`config.mk`:
```
export PLATFORM = sky130hd
export DESIGN_NAME = mlfq_thread_scheduler_unit
export DESIGN_NICKNAME = d
export VERILOG_FILES = /design/src/design/mlfq_pkg.sv /design/src/design/mlfq_ram.sv /design/src/design/mlfq_level_fifo.sv /design/src/design/mlfq_thread_scheduler_unit.sv
export SDC_FILE = /design/constraint.sdc
export NUM_CORES = 1
export LEC_CHECK = 0
export BUFFER_PORTS_ARGS = -buffer_cell sky130_fd_sc_hd__buf_2
export CAP_MARGIN = 20
export CORE_ASPECT_RATIO = 1.4
export CORE_MARGIN = 2
export CORE_UTILIZATION = 33
export DETAILED_ROUTE_END_ITERATION = 6
export SYNTH_ARGS = -nofsm -noshare
export SYNTH_HDL_FRONTEND = slang
export SYNTH_SLANG_ARGS = --single-unit
```
`constraint.sdc`:
```
create_clock -name clk -period 6.6 [get_ports clk]
set_input_delay 0.99 -clock clk [delete_from_list [all_inputs] [get_ports clk]]
set_output_delay 0.99 -clock clk [all_outputs]
set_load 0.03 [all_outputs]
```
`src/design/mlfq_pkg.sv`:
```
// shared types and constants of the multilevel feedback queue scheduler
`timescale 1ns / 1ps
`default_nettype none

package mlfq_pkg;

  localparam int OPCODE_W    = 2;
  localparam int TID_W       = 4;
  localparam int ELAPSED_W   = 10;
  localparam int SLICE_W     = 10;
  localparam int RUN_LEVEL_W = 2;

  localparam logic [SLICE_W-1:0] SLICE_RESET = 10'd25;

  typedef enum logic [OPCODE_W-1:0] {
    OP_TICK   = 2'd0,
    OP_CREATE = 2'd1,
    OP_YIELD  = 2'd2,
    OP_EXIT   = 2'd3
  } op_t;

  typedef struct packed {
    logic push;
    logic pop;
  } fifo_ctl_t;

  typedef struct packed {
    logic empty;
    logic full;
  } fifo_stat_t;

endpackage

`default_nettype wire

```
`src/design/mlfq_ram.sv`:
```
// generic single write port ram with registered read
`timescale 1ns / 1ps
`default_nettype none

module mlfq_ram #(
  parameter int WIDTH = 4,
  parameter int DEPTH = 16
) (
  input  logic                     clk,
  input  logic                     we,
  input  logic [$clog2(DEPTH)-1:0] waddr,
  input  logic [WIDTH-1:0]         wdata,
  input  logic [$clog2(DEPTH)-1:0] raddr,
  output logic [WIDTH-1:0]         rdata
);

  logic [WIDTH-1:0] mem [DEPTH];

  always_ff @(posedge clk) begin
    if (we) begin
      mem[waddr] <= wdata;
    end
    rdata <= mem[raddr];
  end

endmodule

`default_nettype wire

```
`src/design/mlfq_level_fifo.sv`:
```
// one ready queue level: ram fifo with a show-ahead head word
`timescale 1ns / 1ps
`default_nettype none

module mlfq_level_fifo #(
  parameter int DEPTH = 16
) (
  input  logic                     clk,
  input  logic                     rst,
  input  mlfq_pkg::fifo_ctl_t      ctl,
  input  logic [$clog2(DEPTH)-1:0] push_id,
  output logic [$clog2(DEPTH)-1:0] head_id,
  output mlfq_pkg::fifo_stat_t     stat
);
  import mlfq_pkg::*;

  localparam int PTR_W = $clog2(DEPTH);
  localparam int CNT_W = $clog2(DEPTH + 1);

  logic [PTR_W-1:0] head;
  logic [PTR_W-1:0] tail;
  logic [CNT_W-1:0] count;
  logic [PTR_W-1:0] head_next;
  logic [PTR_W-1:0] tail_next;
  logic [CNT_W-1:0] count_next;
  logic [PTR_W-1:0] ram_rdata;
  logic             byp_hit;
  logic [PTR_W-1:0] byp_data;

  always_comb begin
    head_next = head;
    tail_next = tail;
    if (ctl.pop) begin
      head_next = (head == PTR_W'(DEPTH - 1)) ? '0 : head + 1'b1;
    end
    if (ctl.push) begin
      tail_next = (tail == PTR_W'(DEPTH - 1)) ? '0 : tail + 1'b1;
    end
    count_next = count + CNT_W'(ctl.push) - CNT_W'(ctl.pop);
  end

  always_ff @(posedge clk) begin
    if (rst) begin
      head    <= '0;
      tail    <= '0;
      count   <= '0;
      byp_hit <= 1'b0;
    end else begin
      head    <= head_next;
      tail    <= tail_next;
      count   <= count_next;
      // write landing on the slot being read: ram returns the old word
      byp_hit <= ctl.push && (tail == head_next);
    end
    byp_data <= push_id;
  end

  // read address is the next head pointer so the registered head word is ready when head moves
  mlfq_ram #(
    .WIDTH (PTR_W),
    .DEPTH (DEPTH)
  ) u_store (
    .clk   (clk),
    .we    (ctl.push),
    .waddr (tail),
    .wdata (push_id),
    .raddr (head_next),
    .rdata (ram_rdata)
  );

  assign head_id    = byp_hit ? byp_data : ram_rdata;
  assign stat.empty = (count == '0);
  assign stat.full  = (count == CNT_W'(DEPTH));

endmodule

`default_nettype wire

```
`src/design/mlfq_thread_scheduler_unit.sv`:
```
// top level of the multilevel feedback queue thread scheduler
//
//  channel   | handshake          | payload
//  ----------+--------------------+------------------------------------------------
//  command   | start / busy       | opcode, thread_id, elapsed
//  result    | done (1-cycle)     | running_valid, running_id, running_level,
//            |                    | switched, error
//  config    | cfg_we             | cfg_wdata (base slice)
//
// one command word is taken every cycle while busy is low; the accepting edge loads
// the input register, one pass of dispatch logic fills the result register, and the
// receiver takes the result word from the result register
// the single pass holds a priority pick over the level counts, one fifo pop
// and one fifo push; each level ram keeps its head word prefetched
// busy is high during synchronous reset and for the first cycle after it
// the receiver cannot stall: done is a one-cycle strobe
`timescale 1ns / 1ps
`default_nettype none

module mlfq_thread_scheduler_unit #(
  parameter int LEVELS      = 4,
  parameter int MAX_THREADS = 16,
  parameter int COUNT_BITS  = 14
) (
  input  logic                             clk,
  input  logic                             rst,
  input  logic                             start,
  output logic                             busy,
  input  logic [mlfq_pkg::OPCODE_W-1:0]    opcode,
  input  logic [mlfq_pkg::TID_W-1:0]       thread_id,
  input  logic [mlfq_pkg::ELAPSED_W-1:0]   elapsed,
  input  logic                             cfg_we,
  input  logic [mlfq_pkg::SLICE_W-1:0]     cfg_wdata,
  output logic                             done,
  output logic                             running_valid,
  output logic [mlfq_pkg::TID_W-1:0]       running_id,
  output logic [mlfq_pkg::RUN_LEVEL_W-1:0] running_level,
  output logic                             switched,
  output logic                             error
);
  import mlfq_pkg::*;

  localparam int ID_W      = $clog2(MAX_THREADS);
  localparam int LVL_W     = $clog2(LEVELS);
  localparam int SL_W      = SLICE_W + LEVELS - 1;
  localparam int CMP_W     = (COUNT_BITS > SL_W) ? COUNT_BITS : SL_W;

  // input register
  logic                 in_valid;
  op_t                  in_op;
  logic [TID_W-1:0]     in_tid;
  logic [ELAPSED_W-1:0] in_elapsed;

  // scheduler state
  logic [SLICE_W-1:0]     base_slice;
  logic                   cur_valid;
  logic [ID_W-1:0]        cur_id;
  logic [LVL_W-1:0]       cur_level;
  logic [COUNT_BITS-1:0]  run_counter;
  logic [MAX_THREADS-1:0] thread_ready;

  logic                   cur_valid_next;
  logic [ID_W-1:0]        cur_id_next;
  logic [LVL_W-1:0]       cur_level_next;
  logic [COUNT_BITS-1:0]  run_counter_next;
  logic [MAX_THREADS-1:0] thread_ready_next;

  // level fifos
  fifo_ctl_t  ctl     [LEVELS];
  fifo_stat_t stat    [LEVELS];
  logic [ID_W-1:0] head_id [LEVELS];

  // dispatch datapath
  logic                  found;
  logic [LVL_W-1:0]      sel_lvl;
  logic [ID_W-1:0]       next_id;
  logic [COUNT_BITS:0]   sum;
  logic [COUNT_BITS-1:0] sat;
  logic [SL_W-1:0]       slice;
  logic                  slice_hit;
  logic [LVL_W-1:0]      demote_lvl;
  logic [ID_W-1:0]       tid_id;
  logic                  tid_oob;
  logic                  do_pop;
  logic                  want_push;
  logic                  do_push;
  logic [LVL_W-1:0]      push_lvl;
  logic [ID_W-1:0]       push_id;
  logic                  sw;
  logic                  err;

  // input register; nothing is accepted in the cycle after reset
  always_ff @(posedge clk) begin
    if (rst) begin
      busy     <= 1'b1;
      in_valid <= 1'b0;
    end else begin
      busy     <= 1'b0;
      in_valid <= start && !busy;
    end
    in_op      <= op_t'(opcode);
    in_tid     <= thread_id;
    in_elapsed <= elapsed;
  end

  // level fifos, one ram each
  for (genvar l = 0; l < LEVELS; l++) begin : g_level
    assign ctl[l].pop  = do_pop && (sel_lvl == LVL_W'(l));
    assign ctl[l].push = do_push && (push_lvl == LVL_W'(l));

    mlfq_level_fifo #(
      .DEPTH (MAX_THREADS)
    ) u_fifo (
      .clk     (clk),
      .rst     (rst),
      .ctl     (ctl[l]),
      .push_id (push_id),
      .head_id (head_id[l]),
      .stat    (stat[l])
    );
  end

  // lowest-numbered non-empty level wins
  always_comb begin
    found   = 1'b0;
    sel_lvl = '0;
    for (int l = LEVELS - 1; l >= 0; l--) begin
      if (!stat[l].empty) begin
        found   = 1'b1;
        sel_lvl = LVL_W'(l);
      end
    end
  end

  assign next_id = head_id[sel_lvl];

  // saturating run counter and slice compare
  assign sum        = {1'b0, run_counter} + (COUNT_BITS + 1)'(in_elapsed);
  assign sat        = sum[COUNT_BITS] ? '1 : sum[COUNT_BITS-1:0];
  assign slice      = SL_W'(base_slice) << cur_level;
  assign slice_hit  = CMP_W'(sat) >= CMP_W'(slice);
  // lowest level wraps around to the top
  assign demote_lvl = (cur_level == LVL_W'(LEVELS - 1)) ? '0 : cur_level + 1'b1;

  assign tid_id  = ID_W'(in_tid);
  assign tid_oob = int'(in_tid) >= MAX_THREADS;

  always_comb begin
    cur_valid_next   = cur_valid;
    cur_id_next      = cur_id;
    cur_level_next   = cur_level;
    run_counter_next = run_counter;
    do_pop           = 1'b0;
    want_push        = 1'b0;
    push_lvl         = cur_level;
    push_id          = cur_id;
    err              = 1'b0;

    if (in_valid) begin
      case (in_op)
        OP_TICK: begin
          if (cur_valid) begin
            run_counter_next = sat;
            if (slice_hit && found) begin
              do_pop    = 1'b1;
              want_push = 1'b1;
              push_lvl  = demote_lvl;
            end
          end else begin
            do_pop = found;
          end
        end
        OP_CREATE: begin
          if (tid_oob || thread_ready[tid_id] || (cur_valid && cur_id == tid_id) ||
              stat[0].full) begin
            err = 1'b1;
          end else begin
            want_push = 1'b1;
            push_lvl  = '0;
            push_id   = tid_id;
          end
        end
        OP_YIELD: begin
          do_pop    = found;
          want_push = found && cur_valid;
        end
        OP_EXIT: begin
          cur_valid_next   = 1'b0;
          cur_id_next      = '0;
          cur_level_next   = '0;
          run_counter_next = '0;
          do_pop           = found;
        end
        default: begin
          err = 1'b0;
        end
      endcase
    end

    // the popped thread takes over at the level it was queued on
    if (do_pop) begin
      cur_valid_next   = 1'b1;
      cur_id_next      = next_id;
      cur_level_next   = sel_lvl;
      run_counter_next = '0;
    end
    sw = do_pop;

    // a full target level can only take the old thread if it is popped now
    do_push = want_push && (!stat[push_lvl].full || (do_pop && push_lvl == sel_lvl));
  end

  // ready flags follow the fifo traffic
  always_comb begin
    thread_ready_next = thread_ready;
    if (do_pop) begin
      thread_ready_next[next_id] = 1'b0;
    end
    if (do_push) begin
      thread_ready_next[push_id] = 1'b1;
    end
  end

  // state and result registers
  always_ff @(posedge clk) begin
    if (rst) begin
      base_slice   <= SLICE_RESET;
      cur_valid    <= 1'b1;
      cur_id       <= '0;
      cur_level    <= '0;
      run_counter  <= '0;
      thread_ready <= '0;
      done         <= 1'b0;
    end else begin
      if (cfg_we) begin
        base_slice <= cfg_wdata;
      end
      cur_valid    <= cur_valid_next;
      cur_id       <= cur_id_next;
      cur_level    <= cur_level_next;
      run_counter  <= run_counter_next;
      thread_ready <= thread_ready_next;
      done         <= in_valid;
    end
    running_valid <= cur_valid_next;
    running_id    <= TID_W'(cur_id_next);
    running_level <= RUN_LEVEL_W'(cur_level_next);
    switched      <= sw;
    error         <= err;
  end

  // every accepted word yields its result through the input and result registers
  a_result_follows: assert property (@(posedge clk) disable iff (rst)
    (start && !busy) |-> ##2 done)
    else $error("accepted command word produced no result");

  // a dispatch always leaves a thread running
  a_switch_runs: assert property (@(posedge clk) disable iff (rst)
    (done && switched) |-> running_valid)
    else $error("switch reported with no running thread");

  // a rejected create never dispatches
  a_error_no_switch: assert property (@(posedge clk) disable iff (rst)
    (done && error) |-> !switched)
    else $error("rejected create caused a dispatch");

  // idle cpu reports zero id and level
  a_idle_zero: assert property (@(posedge clk) disable iff (rst)
    (done && !running_valid) |-> (running_id == '0 && running_level == '0))
    else $error("nonzero id or level while nothing runs");

endmodule

`default_nettype wire
```
==> flow_summary.yaml, run 1 <==
outcome:
  status: "finished clean"
setup_path:
  worstPathRequired_ns: 7.09
  start_kind: "flip-flop"
  critical_path_arrival_ns: 6.60
  crit_type: "reg -> reg"
  crit_fanout: 9
  endpoint_kind: "flip-flop"
yosys:
  syn_area_mm2: 0.02024
  synth_ff_type: "edfxtp_1"
  yosysSeqAreaShare_pct: 52.92
  syn-num-nets: 1997
  async_flop_share_pct: 0
  synth.distinct_cells: 80
  yosysWarnings: 0
  syn_avg_cell_area_um2: 10.69
  ys_ff_latch: 407
  synthCells: 1894
  synth_edf_count: 256
clock_tree:
  cts_buffers: 42
  htree_levels: 2
  clk_path_buf_depth: 3
  cts_tree: "done"
  root_buffer: "clkbuf_16"
  cts.sinks: 407
  ctsHoldBuffers: 0
  clk_latency_ns: 0.57
  clk_pin_slew_worst_paths_ns: 0.06
route:
  drt-initial-drc-count: 1007
  met3RoutedLength_mm: 1.859
  topRoutingLayerUsed: "met4"
  ant_nets: 0
  dr_total_vias: 14897
  wl_met2_mm: 27.79
  m1WireLength_mm: 20.62
  drc: 0
  viasPerCell: 5.384
  wirelength_mm: 52.31
  wl_per_cell_um: 18.90
  dr.pass1.iters: 5
timing:
  tns_ns: 0
  fin_skew_ns: 0.02739
  fmax_mhz: 163.5
  slew_violations: 0
  fin_crit_ns: 6.116
  hold_viol_final: 0
  tightest_slew_ns: 1.063
  relSlewSlack_pct: 28.86
  holdWs_ns: 0.4128
  finalSetupViolations: 0
  finalCritPeriodShare_pct: 92.66
floorplanning:
  core_area_mm2: 0.06078
  die_w_um: 213.3
  ios: 41
  initial_core_util_pct: 33.30
  row_count: 107
  dieArea_mm2: 0.06335
  die_h_um: 297.0
power_and_ir_drop:
  irDropWorstVdd_uv: 154.0
  cellLeakagePower_nw: 8.560
  power.density_mw_per_mm2: 285.0
placement:
  place.port_buffers: 40
  gp_congestion: 0.8787
  post-dp-hpwl_mm: 35.91
  placed_area_mm2: 0.02137
global_route:
  track_usage_pct: 16.36
  grt_pass1_wl_mm: 82.50
  grt_max_degree: 70
  grt-ovfl-total: 0
  grt_pass1_vias: 15269
  antenna_found_initial: 0
finish:
  antennaDiodeCount: 0
  drive_gt1_share_pct: 10.62
  nets: 2019
  ff_latch_area_mm2: 0.01071
  fillCellCount: 5927
  area_growth_pct: 12.72
  multi_input_area_mm2: 0.008920
  design_area_mm2: 0.02281
  final_core_util_pct: 37.53
hold_path:
  hold_class: "reg -> reg"
run:
  drv_cap: 0
-- routing by layer --
layer	vias up	global-route usage (%)
met5	-	0
met4	0	7.275
met3	117	1.510
met2	381	30.53
met1	7317	18.61
li1	7082	-
-- cells by family after synthesis --
logic type                 Yosys count  synth area share [%]
DFF                                407                 52.92
buffers and inverters              161                 3.147
xor gates and xnor gates            48                 2.114
adders and majority gates           73                 4.699
AOI/OAI and AO/OA                  399                 13.52
and+or+nand+nor                    694                 17.41
muxes                              112                 6.189
-- Yosys cell counts, types with 24 or more instances --
library cell | instances | share of area [%]
edfxtp_1 | 256 | 38
nand2_1 | 168 | 3.1
dfxtp_1 | 151 | 15
nor2_1 | 124 | 2.3
nand3_1 | 111 | 2.7
mux2i_1 | 88 | 4.4
o21ai_0 | 87 | 2.2
nand2b_1 | 86 | 2.7
clkbuf_1 | 73 | 1.4
and3_1 | 72 | 2.2
a21oi_1 | 71 | 1.8
ha_1 | 68 | 4.2
a211oi_1 | 62 | 2.3
inv_1 | 56 | 1.0
a22oi_1 | 33 | 1.2
o211ai_1 | 24 | 0.89
xnor2_1 | 24 | 1.0
-- path summary, 6_finish.rpt --
kind	start	end	slack, ns	cells after the start
max	run_counter[0]	g_level[2].u_fifo.count[4]	0.48	22
min	busy	in_valid	0.41	1
max reg2reg	run_counter[0]	g_level[2].u_fifo.count[4]	0.48	22
min reg2reg	busy	in_valid	0.41	1
-- registers in the layout (all words and copies together) (netlist names), 4 cells and up --
name and flops:
g_level.u_fifo.u_store.mem 256, g_level.u_fifo.count 20, g_level.u_fifo.head 16, g_level.u_fifo.tail 16
g_level.u_fifo.u_store.rdata 16, thread_ready 16, run_counter 14, base_slice 10
in_elapsed 10, cur_id 4, g_level.u_fifo.byp_hit 4, g_level.u_fifo.byp_data 4
in_tid 4, running_id 4
-- report_power, final --
group	total [mW]	internal, mW	switching (mW)
clock	2.43	1.44	0.992
combinational	1.21	0.386	0.823
sequential	2.86	2.81	0.0547
total	6.50	4.63	1.87
-- metrics by stage --
step	setup slack [ns]	power, mW	cells
detailed placement	0.2937	4.116	2687
finish	0.4843	6.501	2767
floorplan	0.8732	3.720	1894
global route	-0.05068	6.772	2767
CTS	0.2298	6.554	2765
global placement	0.4637	4.095	2686
-- layout by cell type (no fill, tap or decap), drive strengths merged, types with 24 or more instances in the layout --
master,instances
a211oi,64
a21oi,71
a22oi,33
and3,72
buf,80
clkbuf,58
dfxtp,151
edfxtp,256
ha,68
inv,56
mux2i,88
nand2,168
nand2b,86
nand3,111
nor2,126
o211ai,24
o21ai,90
xnor2,24
xor2,24
-- repair_timing --
item / in CTS / in global routing
endpoints found under the hold margin: 0 / 0
endpoints found under the setup margin: 0 / 16
resized for setup: 0 / 4
setup buffers: 0 / 1
-- area by class of cell --
| type | instances | share of cell area, % |
|---|---|---|
| Sequential cell | 407 | 46.95 |
| Multi-Input combinational cell | 1326 | 39.10 |
| Clock buffer | 58 | 5.095 |
| Tap cell | 817 | 4.481 |
| Timing Repair Buffer | 80 | 2.282 |
| Clock inverter | 20 | 1.102 |
| Inverter | 59 | 0.9927 |
-- critical path: stages, from the launching register on --
cell       delay, ns
dfxtp_1         0.32
ha_1            0.21
fa_1            0.41
a21o_1          0.22
a221oi_2        0.38
o31ai_2         0.18
nand2_2         0.21
nand2_1         0.11
ha_1            0.33
a2111oi_1       0.44
o21ai_0         0.26
a2bb2oi_2       0.28
a41o_1          0.38
o21ai_0         0.14
o211ai_1        0.36
o21a_1          0.30
nor2_1          0.10
ha_1            0.23
fa_1            0.41
a21oi_1         0.18
nor2_1          0.08
or3_1           0.35
a21oi_1         0.15
Power figures use the tool's default switching activity.
==> run 2, diff against run 1 <==
CTS_BUF_LIST = sky130_fd_sc_hd__clkbuf_16   (was not set)
==> run 2 against run 1 <==
Compared with the run above:
- die area stayed put
- clock power fell by 2%
- maximum frequency barely moved
- sequential power hardly changed
- combinational power is essentially flat
- core utilization is essentially flat
- non-clock buffer count is the same
- flip-flop and latch count is the same
- clock-buffer cell count decreased by 15
- global-route usage is the same
- final area shrank 0.13%
- worst setup slack worse by 0.00099 ns
- critical endpoint unchanged
==> flow_summary.yaml, run 2 (synthesized netlist as in run 1, its figures left out) <==
placement:
  place.port_buffers: 40
  post-dp-hpwl_mm: 35.91
  numPlacedInstances: 2687
  gp_congestion: 0.8787
global_route:
  antenna_found_initial: 0
  grt_max_degree: 70
  grt_pass1_vias: 15273
  grt_pass1_wl_mm: 82.50
  grt-ovfl-total: 0
  track_usage_pct: 16.36
route:
  dr_total_vias: 14914
  ant_nets: 0
  dr.pass1.iters: 5
  drc: 0
  drt-initial-drc-count: 1050
  wl_per_cell_um: 18.90
  viasPerCell: 5.390
  wirelength_mm: 52.31
finish:
  largest_reg_flops: 256
  nets: 2019
  area_growth_pct: 12.57
  final_core_util_pct: 37.48
  reg_top3: "g_level.u_fifo.u_store.mem: 256 flops, g_level.u_fifo.count: 20 flops"
  drive_gt1_share_pct: 10.56
  mostFrequentLayoutCells: "edfxtp_1 (256), nand2_1 (167), dfxtp_1 (151)"
  antennaDiodeCount: 0
  fillCellCount: 5933
  finalNonFillerCells: 2767
  regMostFlops: "g_level.u_fifo.u_store.mem"
  layout_commonest_cell: "edfxtp_1"
power_and_ir_drop:
  cellLeakagePower_nw: 8.598
  p_seq_share_pct: 44.4
  power.density_mw_per_mm2: 283.2
  pwr-share-comb_pct: 18.8
  irDropWorstVdd_uv: 154.5
  p_switching_mw: 1.873
  sw_frac_of_total_pct: 29.03
  internal-power_mw: 4.578
  power.share.clock_pct: 36.9
timing:
  finalCritPeriodShare_pct: 92.68
  hold_viol_final: 0
  fin_crit_ns: 6.117
  slew_violations: 0
  fmax_mhz: 163.5
  relSlewSlack_pct: 29.26
  fin_skew_ns: 0.02788
  finalSetupViolations: 0
  tightest_slew_ns: 1.057
setup_path:
  rr_worst_depth: 22
  crit_path_max_incr_delay_ns: 0.44
  regToRegStartpoint: "run_counter[0]"
  reg2reg_slack_ns: 0.48
  r2r_end: "g_level[2].u_fifo.count[4]"
  cp_top_family: "compound AO/OA/AOI/OAI gates"
  crit_fanout: 9
  endpoint_kind: "flip-flop"
  worstPathRequired_ns: 7.09
  crit_path_frequent_cell: "ha_1"
  crit_type: "reg -> reg"
  path_buf_inv: 0
  worstPathCellList: "ha_1 -> fa_1 -> a21o_1 -> a221oi_2 -> o31ai_2 -> nand2_2 -> nand2_1 -> ha_1 -> a2111oi_1 -> o21ai_0 -> a2bb2oi_2 -> a41o_1 -> o21ai_0 -> o211ai_1 -> o21a_1 -> nor2_1 -> ha_1 -> fa_1 -> a21oi_1 -> nor2_1 -> or3_1 -> a21oi_1"
  start_kind: "flip-flop"
  crit_slowest_cell: "a2111oi_1"
  critical_path_arrival_ns: 6.60
floorplanning:
  die_h_um: 297.0
  initial_core_util_pct: 33.30
  row_count: 107
  core_area_mm2: 0.06078
  die_w_um: 213.3
  ios: 41
  dieArea_mm2: 0.06335
hold_path:
  hold_class: "reg -> reg"
  hold_start: "busy"
  holdPathStages: 1
  whs_endpoint: "in_valid"
clock_tree:
  cts_buffers: 42
  clk_pin_slew_worst_paths_ns: 0.06
  clk_path_buf_depth: 3
  root_buffer: "clkbuf_16"
  cts_tree: "done"
  cts.sinks: 407
  clk_latency_ns: 0.57
  htree_levels: 2
run:
  drv_cap: 0
outcome:
  status: "finished clean"
==> run 2: cell count changes in the layout (fill, tap and decap cells not counted) <==
cell / delta
inv_2: +2
clkbuf_8: -3
clkinv_1: +1
inv_1: +12
clkbuf_1: -12
==> run 2: cell type report <==
class                           count  area (um2)  share of cell area (%)
Sequential cell                   407       10710                   47.01
Multi-Input combinational cell   1326        8920                   39.15
Clock inverter                     35       307.8                   1.351
Timing Repair Buffer               80       520.5                   2.285
Tap cell                          817        1022                   4.487
Inverter                           59       226.5                  0.9940
Clock buffer                       43        1076                   4.723
==> run 2: repair_timing <==
action                     4_1_cts  5_1_grt
hold buffers                     0        0
setup endpoints to repair        0       16
setup buffers                    0        1
resized for setup                0        4
==> run 2: power groups by stage <==
| stage | clock network, mW | registers [mW] | logic, mW |
|---|---|---|---|
| 3_5_place_dp | 0 | 2.92 | 1.20 |
| 6_report | 2.38 | 2.86 | 1.21 |
| 4_1_cts | 2.43 | 2.86 | 1.21 |
| 5_1_grt | 2.53 | 2.87 | 1.32 |
| 3_3_place_gp | 0 | 2.91 | 1.18 |
| 2_1_floorplan | 0 | 2.91 | 0.808 |
==> run 2: routing by layer <==
metal | wire, um | GRT usage [%] | vias up
met5 | 0 | 0 | -
met4 | 2085 | 7.275 | 0
met3 | 1893 | 1.510 | 123
met2 | 27810 | 30.53 | 392
met1 | 20520 | 18.61 | 7322
li1 | - | - | 7077
==> run 2: worst max path at each step <==
stage	startpoint	end	slack (ns)	depth (start not counted)
finish	run_counter[0]	g_level[2].u_fifo.count[4]	0.48	22
global route	run_counter[0]	g_level[2].u_fifo.count[4]	-0.05	22
CTS	run_counter[0]	g_level[2].u_fifo.count[4]	0.23	22
detailed placement	run_counter[0]	g_level[2].u_fifo.count[4]	0.29	22
global placement	in_elapsed[0]	g_level[2].u_fifo.count[4]	0.46	22
floorplan	in_elapsed[0]	g_level[3].u_fifo.count[4]	0.87	24
==> run 2: worst reg2reg max path, delay by kind of cell, from the launching register on <==
| kind | cells | cell delay (ns) |
|---|---|---|
| AND/OR/NAND/NOR | 5 | 0.85 |
| flip-flops | 1 | 0.32 |
| adder cells (fa/ha/maj) | 5 | 1.59 |
| AO/OA/AOI/OAI | 12 | 3.28 |
==> run 2: per-stage QoR <==
| step | TNS [ns] | power [mW] | setup slack, ns | cell area, um2 | hold slack [ns] |
|---|---|---|---|---|---|
| global route | -0.05068 | 6.721 | -0.05068 | 22780 | 0.4465 |
| CTS | 0 | 6.503 | 0.2298 | 22750 | 0.4110 |
| detailed placement | 0 | 4.116 | 0.2937 | 21370 | 0.4069 |
| finish | 0 | 6.451 | 0.4833 | 22780 | 0.4117 |
| global placement | 0 | 4.095 | 0.4637 | 21360 | 0.4038 |
| floorplan | 0 | 3.720 | 0.8732 | 20240 | 0.4356 |
==> run 3, diff against run 2 <==
MAX_ROUTING_LAYER = met4   (was not set)
==> run 3 against run 2 <==
Compared with the run above:
- core utilization down 0.24 points
- largest cell class unchanged
- clock-buffer cell count down 2
- largest power group unchanged
- flip-flop and latch count unchanged
==> flow_summary.yaml, run 3 (synthesized netlist as in run 1, its figures left out) <==
outcome:
  status: "finished clean"
finish:
  nets: 2016
  finalNonFillerCells: 2762
  largest_reg_flops: 256
  reg_top3: "g_level.u_fifo.u_store.mem: 256 flops, g_level.u_fifo.count: 20 flops"
  fillCellCount: 5965
  multi_input_area_mm2: 0.008915
  layout_commonest_cell: "edfxtp_1"
  design_area_mm2: 0.02264
  mostFrequentLayoutCells: "edfxtp_1 (256), nand2_1 (167), dfxtp_1 (151)"
  area_growth_pct: 11.85
  regMostFlops: "g_level.u_fifo.u_store.mem"
  ff_latch_area_mm2: 0.01071
  drive_gt1_share_pct: 10.23
  antennaDiodeCount: 0
timing:
  finalSetupViolations: 0
  relSlewSlack_pct: 27.43
  rsz0062_at_grt: "no"
  finalCritPeriodShare_pct: 91.22
  fin_skew_ns: 0.01898
  slew_violations: 0
  holdWs_ns: 0.4212
  tightest_slew_ns: 1.085
  fin_crit_ns: 6.020
  tns_ns: 0
  fmax_mhz: 166.1
  worst_slack_ns: 0.5795
  hold_viol_final: 0
global_route:
  grt_max_degree: 70
  grt_pass1_wl_mm: 82.83
  grt-ovfl-total: 0
  antenna_found_initial: 0
  track_usage_pct: 16.95
  grt_pass1_vias: 15088
hold_path:
  hold_class: "reg -> reg"
setup_path:
  critical_path_arrival_ns: 6.48
  start_kind: "flip-flop"
  worstPathRequired_ns: 7.06
  crit_fanout: 9
  reg2reg_slack_ns: 0.58
  crit_type: "reg -> reg"
  endpoint_kind: "flip-flop"
power_and_ir_drop:
  sw_frac_of_total_pct: 29.60
  pwr-share-comb_pct: 19.5
  cellLeakagePower_nw: 8.521
  power.density_mw_per_mm2: 276.3
  power.share.clock_pct: 34.8
  irDropWorstVdd_uv: 202.9
  p_switching_mw: 1.851
  internal-power_mw: 4.403
  p_seq_share_pct: 45.7
floorplanning:
  row_count: 107
  core_area_mm2: 0.06078
  initial_core_util_pct: 33.30
  die_w_um: 213.3
  die_h_um: 297.0
  dieArea_mm2: 0.06335
  ios: 41
clock_tree:
  cts.sinks: 407
  cts_buffers: 40
  post_cts_buffers: 0
  root_buffer: "clkbuf_16"
  cts_resized: 0
  clk_latency_ns: 0.55
  clk_path_buf_depth: 3
  clk_pin_slew_worst_paths_ns: 0.06
  ctsHoldBuffers: 0
  htree_levels: 2
  cts_tree: "done"
route:
  viasPerCell: 5.375
  dr.pass1.iters: 5
  drc: 0
  dr_total_vias: 14846
  wirelength_mm: 52.79
  wl_per_cell_um: 19.11
  ant_nets: 0
  drt-initial-drc-count: 1061
placement:
  gp_congestion: 0.9045
  numPlacedInstances: 2687
  place.port_buffers: 40
  post-place-ws_ns: 0.4399
  post-dp-hpwl_mm: 36.26
  placed_area_mm2: 0.02138
run:
  drv_cap: 0
[run 3: layout make-up]
| type | instances | share of cell area (%) |
|---|---|---|
| Multi-Input combinational cell | 1326 | 39.38 |
| Timing Repair Buffer | 79 | 2.322 |
| Clock inverter | 33 | 0.9286 |
| Clock buffer | 41 | 4.533 |
| Inverter | 59 | 1.000 |
| Sequential cell | 407 | 47.32 |
| Tap cell | 817 | 4.516 |
[run 3: worst max-delay path, stage by stage (launching register included)]
cell,delay [ns]
dfxtp_1,0.32
ha_1,0.22
fa_1,0.43
a21o_1,0.23
a221oi_2,0.37
o31ai_2,0.19
nand2_2,0.22
nand2_1,0.11
ha_1,0.32
a2111oi_0,0.38
o21ai_0,0.23
a2bb2oi_2,0.27
nand4_1,0.27
o21ai_0,0.50
a21oi_1,0.16
nand4b_1,0.28
nor2_2,0.09
ha_1,0.24
fa_1,0.41
a21oi_1,0.16
nor2_1,0.07
or3_1,0.34
a21oi_1,0.14
[run 3: final timing paths]
path             startpoint                         end  cells past startpoint
max          run_counter[0]  g_level[3].u_fifo.count[4]                     22
max reg2reg  run_counter[0]  g_level[3].u_fifo.count[4]                     22
min reg2reg            busy                    in_valid                      1
min                    busy                    in_valid                      1
[run 3: power by group through the flow]
stage / logic (mW) / clock network [mW] / registers [mW]
final: 1.22 / 2.17 / 2.86
after global routing: 1.33 / 2.31 / 2.87
after CTS: 1.21 / 2.23 / 2.86
after detailed placement: 1.21 / 0 / 2.92
after global placement: 1.19 / 0 / 2.91
after floorplan: 0.808 / 0 / 2.91
[run 3: metrics by stage]
step | utilization (%) | power [mW]
2_1_floorplan | - | 3.720
3_3_place_gp | 35.14 | 4.101
3_5_place_dp | 35.18 | 4.122
4_1_cts | 37.21 | 6.303
5_1_grt | 37.24 | 6.505
6_report | 37.24 | 6.254
[run 3: per-layer routing]
| metal | global-route usage [%] | up-vias | part of all wire, % |
|---|---|---|---|
| met5 | - | - | 0 |
| met4 | 6.399 | 0 | 3.5 |
| met1 | 18.72 | 7325 | 39 |
| met2 | 31.01 | 344 | 54 |
| li1 | - | 7060 | - |
| met3 | 1.721 | 117 | 3.4 |
